<file path="src/sv/json_string_unescape_utf8_assert.svh">
// assertion macros for the string unescaper
`ifndef JSON_STRING_UNESCAPE_UTF8_ASSERT_SVH
`define JSON_STRING_UNESCAPE_UTF8_ASSERT_SVH

`ifndef SYNTHESIS

// same-cycle implication
`define JSU_ASSERT_IMP(label, clk, rst, ante, cons) \
  label: assert property (@(posedge clk) disable iff (rst) (ante) |-> (cons)) \
    else $error("jsu assertion failed");

// next-cycle implication
`define JSU_ASSERT_NEXT(label, clk, rst, ante, cons) \
  label: assert property (@(posedge clk) disable iff (rst) (ante) |=> (cons)) \
    else $error("jsu assertion failed");

`else

`define JSU_ASSERT_IMP(label, clk, rst, ante, cons)
`define JSU_ASSERT_NEXT(label, clk, rst, ante, cons)

`endif

`endif

</file>
<file path="src/sv/jsu_pkg.sv">
package jsu_pkg;

  // input request
  typedef struct packed {
    logic [7:0] in_byte;
    logic       end_flag;
  } in_t;

  // one result
  typedef struct packed {
    logic [7:0] out_byte;
    logic [1:0] out_kind;
    logic [3:0] err_code;
    logic       last;
  } out_t;

  // all results caused by one request
  typedef struct packed {
    logic [2:0]      cnt;
    logic [1:0]      kind;
    logic [3:0]      err;
    logic [3:0][7:0] bytes;
  } bund_t;

  // parser phases
  typedef enum logic [6:0] {
    PH_IDLE   = 7'b0000001,
    PH_BODY   = 7'b0000010,
    PH_ESC    = 7'b0000100,
    PH_HEX1   = 7'b0001000,
    PH_WANTBS = 7'b0010000,
    PH_WANTU  = 7'b0100000,
    PH_HEX2   = 7'b1000000
  } phase_t;

  // result kinds
  localparam logic [1:0] KIND_BYTE = 2'd0;
  localparam logic [1:0] KIND_DONE = 2'd1;
  localparam logic [1:0] KIND_ERR  = 2'd2;

  // error codes
  localparam logic [3:0] ERR_NONE      = 4'd0;
  localparam logic [3:0] ERR_NO_OPEN   = 4'd1;
  localparam logic [3:0] ERR_CTRL      = 4'd2;
  localparam logic [3:0] ERR_ESC       = 4'd3;
  localparam logic [3:0] ERR_HEX       = 4'd4;
  localparam logic [3:0] ERR_HIGH_ONLY = 4'd5;
  localparam logic [3:0] ERR_BAD_PAIR  = 4'd6;
  localparam logic [3:0] ERR_LOW_ONLY  = 4'd7;
  localparam logic [3:0] ERR_UNTERM    = 4'd8;

  // characters
  localparam logic [7:0] CH_QUOTE = 8'h22;
  localparam logic [7:0] CH_BSL   = 8'h5c;
  localparam logic [7:0] CH_SLASH = 8'h2f;
  localparam logic [7:0] CH_B     = 8'h62;
  localparam logic [7:0] CH_F     = 8'h66;
  localparam logic [7:0] CH_N     = 8'h6e;
  localparam logic [7:0] CH_R     = 8'h72;
  localparam logic [7:0] CH_T     = 8'h74;
  localparam logic [7:0] CH_U     = 8'h75;
  localparam logic [7:0] CH_SPACE = 8'h20;

  // single result carrying one byte
  function automatic bund_t mk_one(input logic [1:0] kind, input logic [3:0] err,
                                   input logic [7:0] b);
    bund_t r;
    r          = '0;
    r.cnt      = 3'd1;
    r.kind     = kind;
    r.err      = err;
    r.bytes[0] = b;
    return r;
  endfunction

  // hex digit check and value
  function automatic logic hex_ok(input logic [7:0] c);
    return (c inside {[8'h30:8'h39], [8'h61:8'h66], [8'h41:8'h46]});
  endfunction

  function automatic logic [3:0] hex_val(input logic [7:0] c);
    logic [3:0] v;
    v = 4'd0;
    if (c inside {[8'h30:8'h39]}) begin
      v = c[3:0];
    end else if (c inside {[8'h61:8'h66], [8'h41:8'h46]}) begin
      v = c[3:0] + 4'd9;
    end
    return v;
  endfunction

  // utf-8 encoding of one code point
  function automatic bund_t utf8_enc(input logic [20:0] cp);
    bund_t r;
    r      = '0;
    r.kind = KIND_BYTE;
    r.err  = ERR_NONE;
    if (cp <= 21'h7f) begin
      r.cnt      = 3'd1;
      r.bytes[0] = cp[7:0];
    end else if (cp <= 21'h7ff) begin
      r.cnt      = 3'd2;
      r.bytes[0] = {3'b110, cp[10:6]};
      r.bytes[1] = {2'b10, cp[5:0]};
    end else if (cp <= 21'hffff) begin
      r.cnt      = 3'd3;
      r.bytes[0] = {4'b1110, cp[15:12]};
      r.bytes[1] = {2'b10, cp[11:6]};
      r.bytes[2] = {2'b10, cp[5:0]};
    end else begin
      r.cnt      = 3'd4;
      r.bytes[0] = {5'b11110, cp[20:18]};
      r.bytes[1] = {2'b10, cp[17:12]};
      r.bytes[2] = {2'b10, cp[11:6]};
      r.bytes[3] = {2'b10, cp[5:0]};
    end
    return r;
  endfunction

endpackage

</file>
<file path="src/sv/jsu_decode.sv">
module jsu_decode import jsu_pkg::*; (
  input  logic  clk,
  input  logic  rst,
  input  logic  accept,
  input  in_t   item,
  output bund_t res
);

  phase_t      phase, phase_next;
  logic [15:0] hex_accum, hex_accum_next;
  logic [1:0]  digit_count, digit_count_next;
  logic [9:0]  high_part, high_part_next;

  logic [7:0]  c;
  logic [15:0] quad;
  logic        hv;

  assign c    = item.in_byte;
  assign hv   = hex_ok(c);
  assign quad = {hex_accum[11:0], hex_val(c)};

  // next state and result bundle
  always_comb begin
    phase_next       = phase;
    hex_accum_next   = hex_accum;
    digit_count_next = digit_count;
    high_part_next   = high_part;
    res              = '0;
    if (item.end_flag) begin
      if (phase != PH_IDLE) begin
        phase_next = PH_IDLE;
        res        = mk_one(KIND_ERR, ERR_UNTERM, 8'h00);
      end
    end else begin
      case (phase)
        PH_IDLE: begin
          if (c == CH_QUOTE) begin
            phase_next = PH_BODY;
          end else begin
            res = mk_one(KIND_ERR, ERR_NO_OPEN, 8'h00);
          end
        end
        PH_BODY: begin
          if (c == CH_QUOTE) begin
            phase_next = PH_IDLE;
            res        = mk_one(KIND_DONE, ERR_NONE, 8'h00);
          end else if (c < CH_SPACE) begin
            phase_next = PH_IDLE;
            res        = mk_one(KIND_ERR, ERR_CTRL, 8'h00);
          end else if (c == CH_BSL) begin
            phase_next = PH_ESC;
          end else begin
            res = mk_one(KIND_BYTE, ERR_NONE, c);
          end
        end
        PH_ESC: begin
          phase_next = PH_BODY;
          case (c)
            CH_QUOTE, CH_BSL, CH_SLASH: res = mk_one(KIND_BYTE, ERR_NONE, c);
            CH_B: res = mk_one(KIND_BYTE, ERR_NONE, 8'h08);
            CH_F: res = mk_one(KIND_BYTE, ERR_NONE, 8'h0c);
            CH_N: res = mk_one(KIND_BYTE, ERR_NONE, 8'h0a);
            CH_R: res = mk_one(KIND_BYTE, ERR_NONE, 8'h0d);
            CH_T: res = mk_one(KIND_BYTE, ERR_NONE, 8'h09);
            CH_U: begin
              phase_next       = PH_HEX1;
              hex_accum_next   = '0;
              digit_count_next = '0;
            end
            default: begin
              phase_next = PH_IDLE;
              res        = mk_one(KIND_ERR, ERR_ESC, 8'h00);
            end
          endcase
        end
        PH_HEX1: begin
          if (!hv) begin
            phase_next = PH_IDLE;
            res        = mk_one(KIND_ERR, ERR_HEX, 8'h00);
          end else begin
            hex_accum_next = quad;
            if (digit_count == 2'd3) begin
              digit_count_next = '0;
              if (quad inside {[16'hd800:16'hdbff]}) begin
                // high surrogate: keep its low ten bits
                high_part_next = quad[9:0];
                phase_next     = PH_WANTBS;
              end else if (quad inside {[16'hdc00:16'hdfff]}) begin
                phase_next = PH_IDLE;
                res        = mk_one(KIND_ERR, ERR_LOW_ONLY, 8'h00);
              end else begin
                phase_next = PH_BODY;
                res        = utf8_enc({5'd0, quad});
              end
            end else begin
              digit_count_next = digit_count + 2'd1;
            end
          end
        end
        PH_WANTBS: begin
          if (c == CH_BSL) begin
            phase_next = PH_WANTU;
          end else begin
            phase_next = PH_IDLE;
            res        = mk_one(KIND_ERR, ERR_HIGH_ONLY, 8'h00);
          end
        end
        PH_WANTU: begin
          if (c == CH_U) begin
            phase_next       = PH_HEX2;
            hex_accum_next   = '0;
            digit_count_next = '0;
          end else begin
            phase_next = PH_IDLE;
            res        = mk_one(KIND_ERR, ERR_HIGH_ONLY, 8'h00);
          end
        end
        PH_HEX2: begin
          if (!hv) begin
            phase_next = PH_IDLE;
            res        = mk_one(KIND_ERR, ERR_HEX, 8'h00);
          end else begin
            hex_accum_next = quad;
            if (digit_count == 2'd3) begin
              digit_count_next = '0;
              if (quad inside {[16'hdc00:16'hdfff]}) begin
                // join the pair into a supplementary code point
                phase_next = PH_BODY;
                res        = utf8_enc(21'h10000 + {1'b0, high_part, quad[9:0]});
              end else begin
                phase_next = PH_IDLE;
                res        = mk_one(KIND_ERR, ERR_BAD_PAIR, 8'h00);
              end
            end else begin
              digit_count_next = digit_count + 2'd1;
            end
          end
        end
        default: begin
          phase_next = PH_IDLE;
        end
      endcase
    end
  end

  // parser state
  always_ff @(posedge clk) begin
    if (rst) begin
      phase       <= PH_IDLE;
      hex_accum   <= '0;
      digit_count <= '0;
      high_part   <= '0;
    end else if (accept) begin
      phase       <= phase_next;
      hex_accum   <= hex_accum_next;
      digit_count <= digit_count_next;
      high_part   <= high_part_next;
    end
  end

endmodule

</file>
<file path="src/sv/jsu_emit.sv">
module jsu_emit import jsu_pkg::*; (
  input  logic  clk,
  input  logic  rst,
  input  logic  load_valid,
  input  bund_t load_data,
  output logic  hold,
  output logic  out_valid,
  input  logic  out_stall,
  output out_t  out_item
);

  logic       occ;
  logic [1:0] idx;
  bund_t      bund;
  logic       is_last;
  logic       drain;
  logic       load;

  assign is_last = (({1'b0, idx} + 3'd1) == bund.cnt);
  assign drain   = occ && !out_stall;
  assign load    = load_valid && (load_data.cnt != 3'd0);

  // upstream waits while a bundle is held, unless it empties this cycle
  assign hold = occ && !(is_last && !out_stall);

  // result register
  assign out_valid         = occ;
  assign out_item.out_byte = bund.bytes[idx];
  assign out_item.out_kind = bund.kind;
  assign out_item.err_code = bund.err;
  assign out_item.last     = is_last;

  // control
  always_ff @(posedge clk) begin
    if (rst) begin
      occ <= 1'b0;
      idx <= '0;
    end else if (load) begin
      occ <= 1'b1;
      idx <= '0;
    end else if (drain && is_last) begin
      occ <= 1'b0;
      idx <= '0;
    end else if (drain) begin
      idx <= idx + 2'd1;
    end
  end

  // payload
  always_ff @(posedge clk) begin
    if (load) begin
      bund <= load_data;
    end
  end

endmodule

</file>
<file path="src/sv/json_string_unescape_utf8.sv">
// latency: first result is valid the cycle after the request is taken
// throughput: one input byte per cycle while the output is not stalled; a code point of n
//   utf-8 bytes stalls the input until its last byte is sent, and input is taken again then
// rate is set by the single result register that sends one byte per cycle unless out_stall
// reset: synchronous, clears the parser to waiting for an opening quote
`include "json_string_unescape_utf8_assert.svh"

module json_string_unescape_utf8 import jsu_pkg::*; (
  input  logic clk,
  input  logic rst,
  input  logic in_valid,
  output logic in_stall,
  input  in_t  in_item,
  output logic out_valid,
  input  logic out_stall,
  output out_t out_item
);

  logic  in_accept;
  bund_t res;

  assign in_accept = in_valid && !in_stall;

  // parser
  jsu_decode u_decode (
    .clk    (clk),
    .rst    (rst),
    .accept (in_accept),
    .item   (in_item),
    .res    (res)
  );

  // result serializer
  jsu_emit u_emit (
    .clk        (clk),
    .rst        (rst),
    .load_valid (in_accept),
    .load_data  (res),
    .hold       (in_stall),
    .out_valid  (out_valid),
    .out_stall  (out_stall),
    .out_item   (out_item)
  );

  // checks
  `JSU_ASSERT_IMP(a_err_code_kind, clk, rst, out_valid,
    ((out_item.out_kind == KIND_ERR) == (out_item.err_code != ERR_NONE)))
  `JSU_ASSERT_IMP(a_status_single, clk, rst, out_valid && (out_item.out_kind != KIND_BYTE),
    out_item.last && (out_item.out_byte == 8'h00))
  `JSU_ASSERT_IMP(a_hold_mid_seq, clk, rst, out_valid && !out_item.last, in_stall)
  `JSU_ASSERT_NEXT(a_seq_continues, clk, rst, out_valid && !out_stall && !out_item.last,
    out_valid)

endmodule

</file>
<file path="config.mk">
export PLATFORM = sky130hd
export DESIGN_NAME = json_string_unescape_utf8
export DESIGN_NICKNAME = d
export VERILOG_FILES = /design/src/sv/jsu_pkg.sv /design/src/sv/jsu_decode.sv /design/src/sv/jsu_emit.sv /design/src/sv/json_string_unescape_utf8.sv
export VERILOG_INCLUDE_DIRS = /design/src /design/src/sv
export SDC_FILE = /design/constraint.sdc
export NUM_CORES = 1
export LEC_CHECK = 0
export BUFFER_PORTS_ARGS = -buffer_cell sky130_fd_sc_hd__buf_2
export CAP_MARGIN = 20
export CORE_ASPECT_RATIO = 0.5
export CORE_MARGIN = 3
export CORE_UTILIZATION = 56
export CTS_CLUSTER_SIZE = 20
export DETAILED_ROUTE_END_ITERATION = 12
export HOLD_SLACK_MARGIN = 0.02
export PLACE_DENSITY = 0.77
export SYNTH_ARGS = -nofsm -noshare
export SYNTH_HDL_FRONTEND = slang
export SYNTH_SLANG_ARGS = --single-unit
</file>
<file path="constraint.sdc">
create_clock -name clk -period 6.1 [get_ports clk]
set_input_delay 1.83 -clock clk [delete_from_list [all_inputs] [get_ports clk]]
set_output_delay 1.83 -clock clk [all_outputs]
set_load 0.01 [all_outputs]
</file>
======== After elaboration in Yosys (flattened, before gate mapping) ========
Index checks and enable logic that the tools add are counted.
storage, ports and cells
  register bits ........................... 75
  input bits .............................. 13
  output and inout port bits .............. 17
  logic and storage cells ................. 151
cells by class
  $add $sub $neg .......................... 5
  magnitude comparators ................... 17
  equality and inequality tests ........... 26
  mux-type cells .......................... 62
  bitwise operators ....................... 1
  reductions and logical operators ........ 27
operators with widths
  operator                                                            number
  two-way mux 41 bit                                                  10
  case mux 41 bit (7 select lines)                                    1
  case mux 39 bit (7 select lines)                                    1
  two-way mux 39 bit                                                  5
  two-way mux 7 bit                                                   12
  equality test 8 x 7 -> 1 bit (second input constant)                7
  case mux 7 bit (7 select lines)                                     1
  two-way mux 16 bit                                                  3
  two-way mux 8 bit                                                   5
  greater-or-equal comparator 16 bit (second input constant)          2
  <= comparator 16 bit (second input constant)                        2
  two-way mux 12 bit                                                  2
  two-way mux 24 bit                                                  1
  case mux 12 bit (2 select lines)                                    1
  two-way mux 22 bit                                                  1
  adder 17 x 20 -> 21 bit (first input constant)                      1
  <= comparator 21 x 11 -> 1 bit (second input constant)              1
  <= comparator 21 x 16 -> 1 bit (second input constant)              1
  <= comparator 21 x 7 -> 1 bit (second input constant)               1
  binary-select mux 8 bit (select 2 bit)                              1
  equality test 8 x 6 -> 1 bit (second input constant)                2
  greater-or-equal comparator 8 x 7 -> 1 bit (second input constant)  2
  <= comparator 16 x 11 -> 1 bit (second input constant)              1
  <= comparator 16 x 7 -> 1 bit (second input constant)               1
  other kinds (40)                                                    73

======== Longest topological paths before layout ========
  depth in word-level cells ............... 18
  mapped depth ............................ 14

======== By module ========
A second synthesis with hierarchy kept.
unflattened totals
  cell total of the unflattened synthesis .. 511
  area, all modules ....................... 4853.4 um^2
by module, submodules not included
  module                     times used  cells an instance  area an instance (um^2)
  jsu_decode                 1           430                3158.0
  jsu_emit                   1           80                 1681.6
  json_string_unescape_utf8  1           1                  13.8

======== Worst setup path before layout ========
OpenSTA, ideal clock, no wires.
  path kind ............................... input to register
  start point ............................. in in_item[1] (netlist bit)
  end point ............................... reg u_emit.bund[0] (netlist bit) (enable)
  setup time .............................. 0.438 ns
  data arrival time ....................... 5.800 ns
  required time ........................... 5.662 ns
  setup slack ............................. -0.137 ns
  cell stages on the path ................. 12
  buffers on the path ..................... 1
  cell sequence ........................... buf_2 -> inv_1 -> ha_1 -> nor2b_1 -> o31ai_4 -> o21ba_4 -> or4_4 -> a211oi_1 -> nor2_4 -> a21oi_2 -> nand2b_4 -> nor2b_1
RTL lines
  item                  RTL line                         source
  start, declared       json_string_unescape_utf8.sv:13  input in_t in_item,
  end signal, assigned  jsu_emit.sv:52                   bund <= load_data;
  end, declared         jsu_emit.sv:14                   bund_t bund;

==> out/results.ini <==
[synth]
async_reset_ff_share_pct=0
ys_ff_latch=72
syn_nets=599
netlist_area_um2=4960
syn_area_per_cell_um2=8.58
ys.warnings.count=0
yosysTopAreaCell=edfxtp_1
synth.most_common_cell=nor2_1
yosysSeqAreaShare_pct=36.7
synthTopCellsByArea=edfxtp_1 23%, dfxtp_1 14%, nor2_1 5.0%
ys_types=78
synth_enable_flop_cells=38
yosysTopAreaCellShare_pct=23.0
synthFlopType=edfxtp_1
synth_commonest_cells=66 x nor2_1, 57 x nand2_1, 47 x a21oi_1
syn_inst=578

[route]
firstDrtPassIters=7
drtIter0Drc=603
postRouteAntennaNets=0
drc=0
route.vias.total=4523
vias_per_cell=6.47
wirelength_um=13800
routedWlPerCell_um=19.7

[pwr]
leakagePower_nw=1.93
power_mw=1.10
power.density_nw_per_um2=206
peakVddDrop_mv=0.120

[floorplan]
rows=23
die_y_um=72.5
io_pins=30
dieWidth_um=139
start_util_pct=59.8
coreArea_um2=8290
dieArea_um2=10100

[global_route]
antenna_found_initial=0
grt_pass1_wl_um=22300
grt-ovfl-total=0
grt_max_degree=35
grt_pass1_vias=4045
groute.usage.overall_pct=28.2

[cts]
cts_root_buf=clkbuf_16
cts_resized=0
clk_pin_slew_ns=0.06
holdBufCountCts=0
worstSkewPairLatency_ns=0.34
cts_tree=built
cts_num_sinks=72
cts_buffers=9
cts_setup_buffers=0
clk_path_buf_depth=2
cts_max_level=3

[timing]
slew_headroom_pct=35.4
fmax_ghz=0.201
tightest_slew_ns=0.969
rsz0062_at_grt=false
period_share_pct=81.5
whs_ns=0.475
fin_tns_setup_ns=0
fin_skew_ns=0.00769
finalSetupViolations=0
min_period_ns=4.97
slew_viol_final=0
finalHoldViolations=0

[setup_path]
cp-end-kind=register
path_max_fanout=32
crit_required_ns=6.13
worstSetupPathType=primary input to register
crit_arrival_ns=5.00
cp-start-kind=primary input

[hold_path]
hp-class=register to register

[layout]
antenna_cells=0
final_layout_size_suffix_gt1_share_pct=14.1
areaGrowthSynthToFinish_pct=8.27
final_nets=603
postLayoutCoreUtil_pct=64.8
final_cell_area_um2=5370

[place]
io_buffers=29
place.gp.congestion=0.961
hpwl_um=10100
postPlaceCellArea_um2=5100

[job]
max_cap_violations=0

[outcome]
status=complete, no violations

where the power goes:
part           leakage, nW  total [mW]  internal, mW  switching [mW]
Clock                0.129       0.491         0.277           0.214
Sequential           0.639       0.526         0.521         0.00457
Combinational         1.16      0.0877        0.0306          0.0571
Total                 1.93        1.10         0.828           0.276
cell type report:
type                            instances  area (µm²)
Fill cell                             723        2920
Clock inverter                          6        42.5
Tap cell                              112         140
Clock buffer                           10         229
Inverter                               17        63.8
Multi-Input combinational cell        448        2880
Sequential cell                        72        1820
Timing Repair Buffer                   34         195
metrics by stage:
step / std cells / worst slack (ns)
after detailed placement: 683 / 0.805
after floorplan: 578 / 0.589
after global placement: 683 / 0.944
after CTS: 699 / 1.16
after global routing: 699 / 0.900
final: 699 / 1.13
registers in the layout, summed over array words and instances, names as in the netlist:
| register | count |
|---|---|
| u_emit.bund | 32 |
| u_decode.hex_accum | 12 |
| u_decode.high_part | 10 |
| u_decode.phase | 7 |
| u_emit.out_item | 6 |
| u_decode.digit_count | 2 |
| u_emit.idx | 2 |
| u_emit.out_valid | 1 |
worst max-delay path, stage by stage:
cell and delay [ns]:
buf_2 0.17, inv_1 0.12, ha_1 0.25, o21bai_1 0.15, a21oi_4 0.28, o21ba_4 0.25
or4_4 0.56, a211oi_1 0.33, nor2_4 0.12, a21oi_2 0.22, nand2b_4 0.17, nor2b_4 0.29
buf_12 0.24
metal layers:
metal | vias to the layer above | part of all wire (%) | track usage (%)
met2 | 252 | 41 | 41.4
met1 | 2100 | 47 | 42.6
li1 | 2145 | - | -
met4 | 0 | 1.5 | 5.64
met3 | 26 | 9.8 | 6.52
met5 | - | 0 | 0
placed cells by master, fill, tap and decap left out, types with 13 or more instances in the layout:
cell type / count
buf_2: 29
inv_1: 16
nor2_1: 66
dfxtp_1: 34
edfxtp_1: 38
nand2b_1: 13
nand2_1: 57
a21oi_1: 47
o21ai_0: 23
nor3_1: 19
nand3_1: 30
cells by family (layout without fill, tap and decap cells):
| group | after synthesis | after routing | synth area share [%] |
|---|---|---|---|
| XOR/XNOR | 5 | 5 | 0.883 |
| AND/OR/NAND/NOR | 257 | 257 | 27.0 |
| adder cells (fa/ha/maj) | 8 | 8 | 2.02 |
| AO/OA/AOI/OAI | 158 | 158 | 22.1 |
| multiplexers | 20 | 20 | 5.85 |
| buffers and inverters | 58 | 67 | 5.40 |
| flip-flops | 72 | 72 | 36.7 |
worst paths after layout:
check	startpoint	to	slack [ns]	cells after the start
worst max-delay path	in_item[1]	u_emit.bund[31]$_SDFFCE_PP0P_	1.13	13
worst min-delay path	u_decode.digit_count[1]$_SDFFE_PP0P_	u_decode.digit_count[1]$_SDFFE_PP0P_	0.47	2
worst max register to register	u_emit.idx[0]$_SDFFE_PP0P_	u_decode.high_part[5]$_SDFFE_PP0P_	2.37	9
worst min register to register	u_decode.digit_count[1]$_SDFFE_PP0P_	u_decode.digit_count[1]$_SDFFE_PP0P_	0.47	2
(Power assumes the default switching activity.)
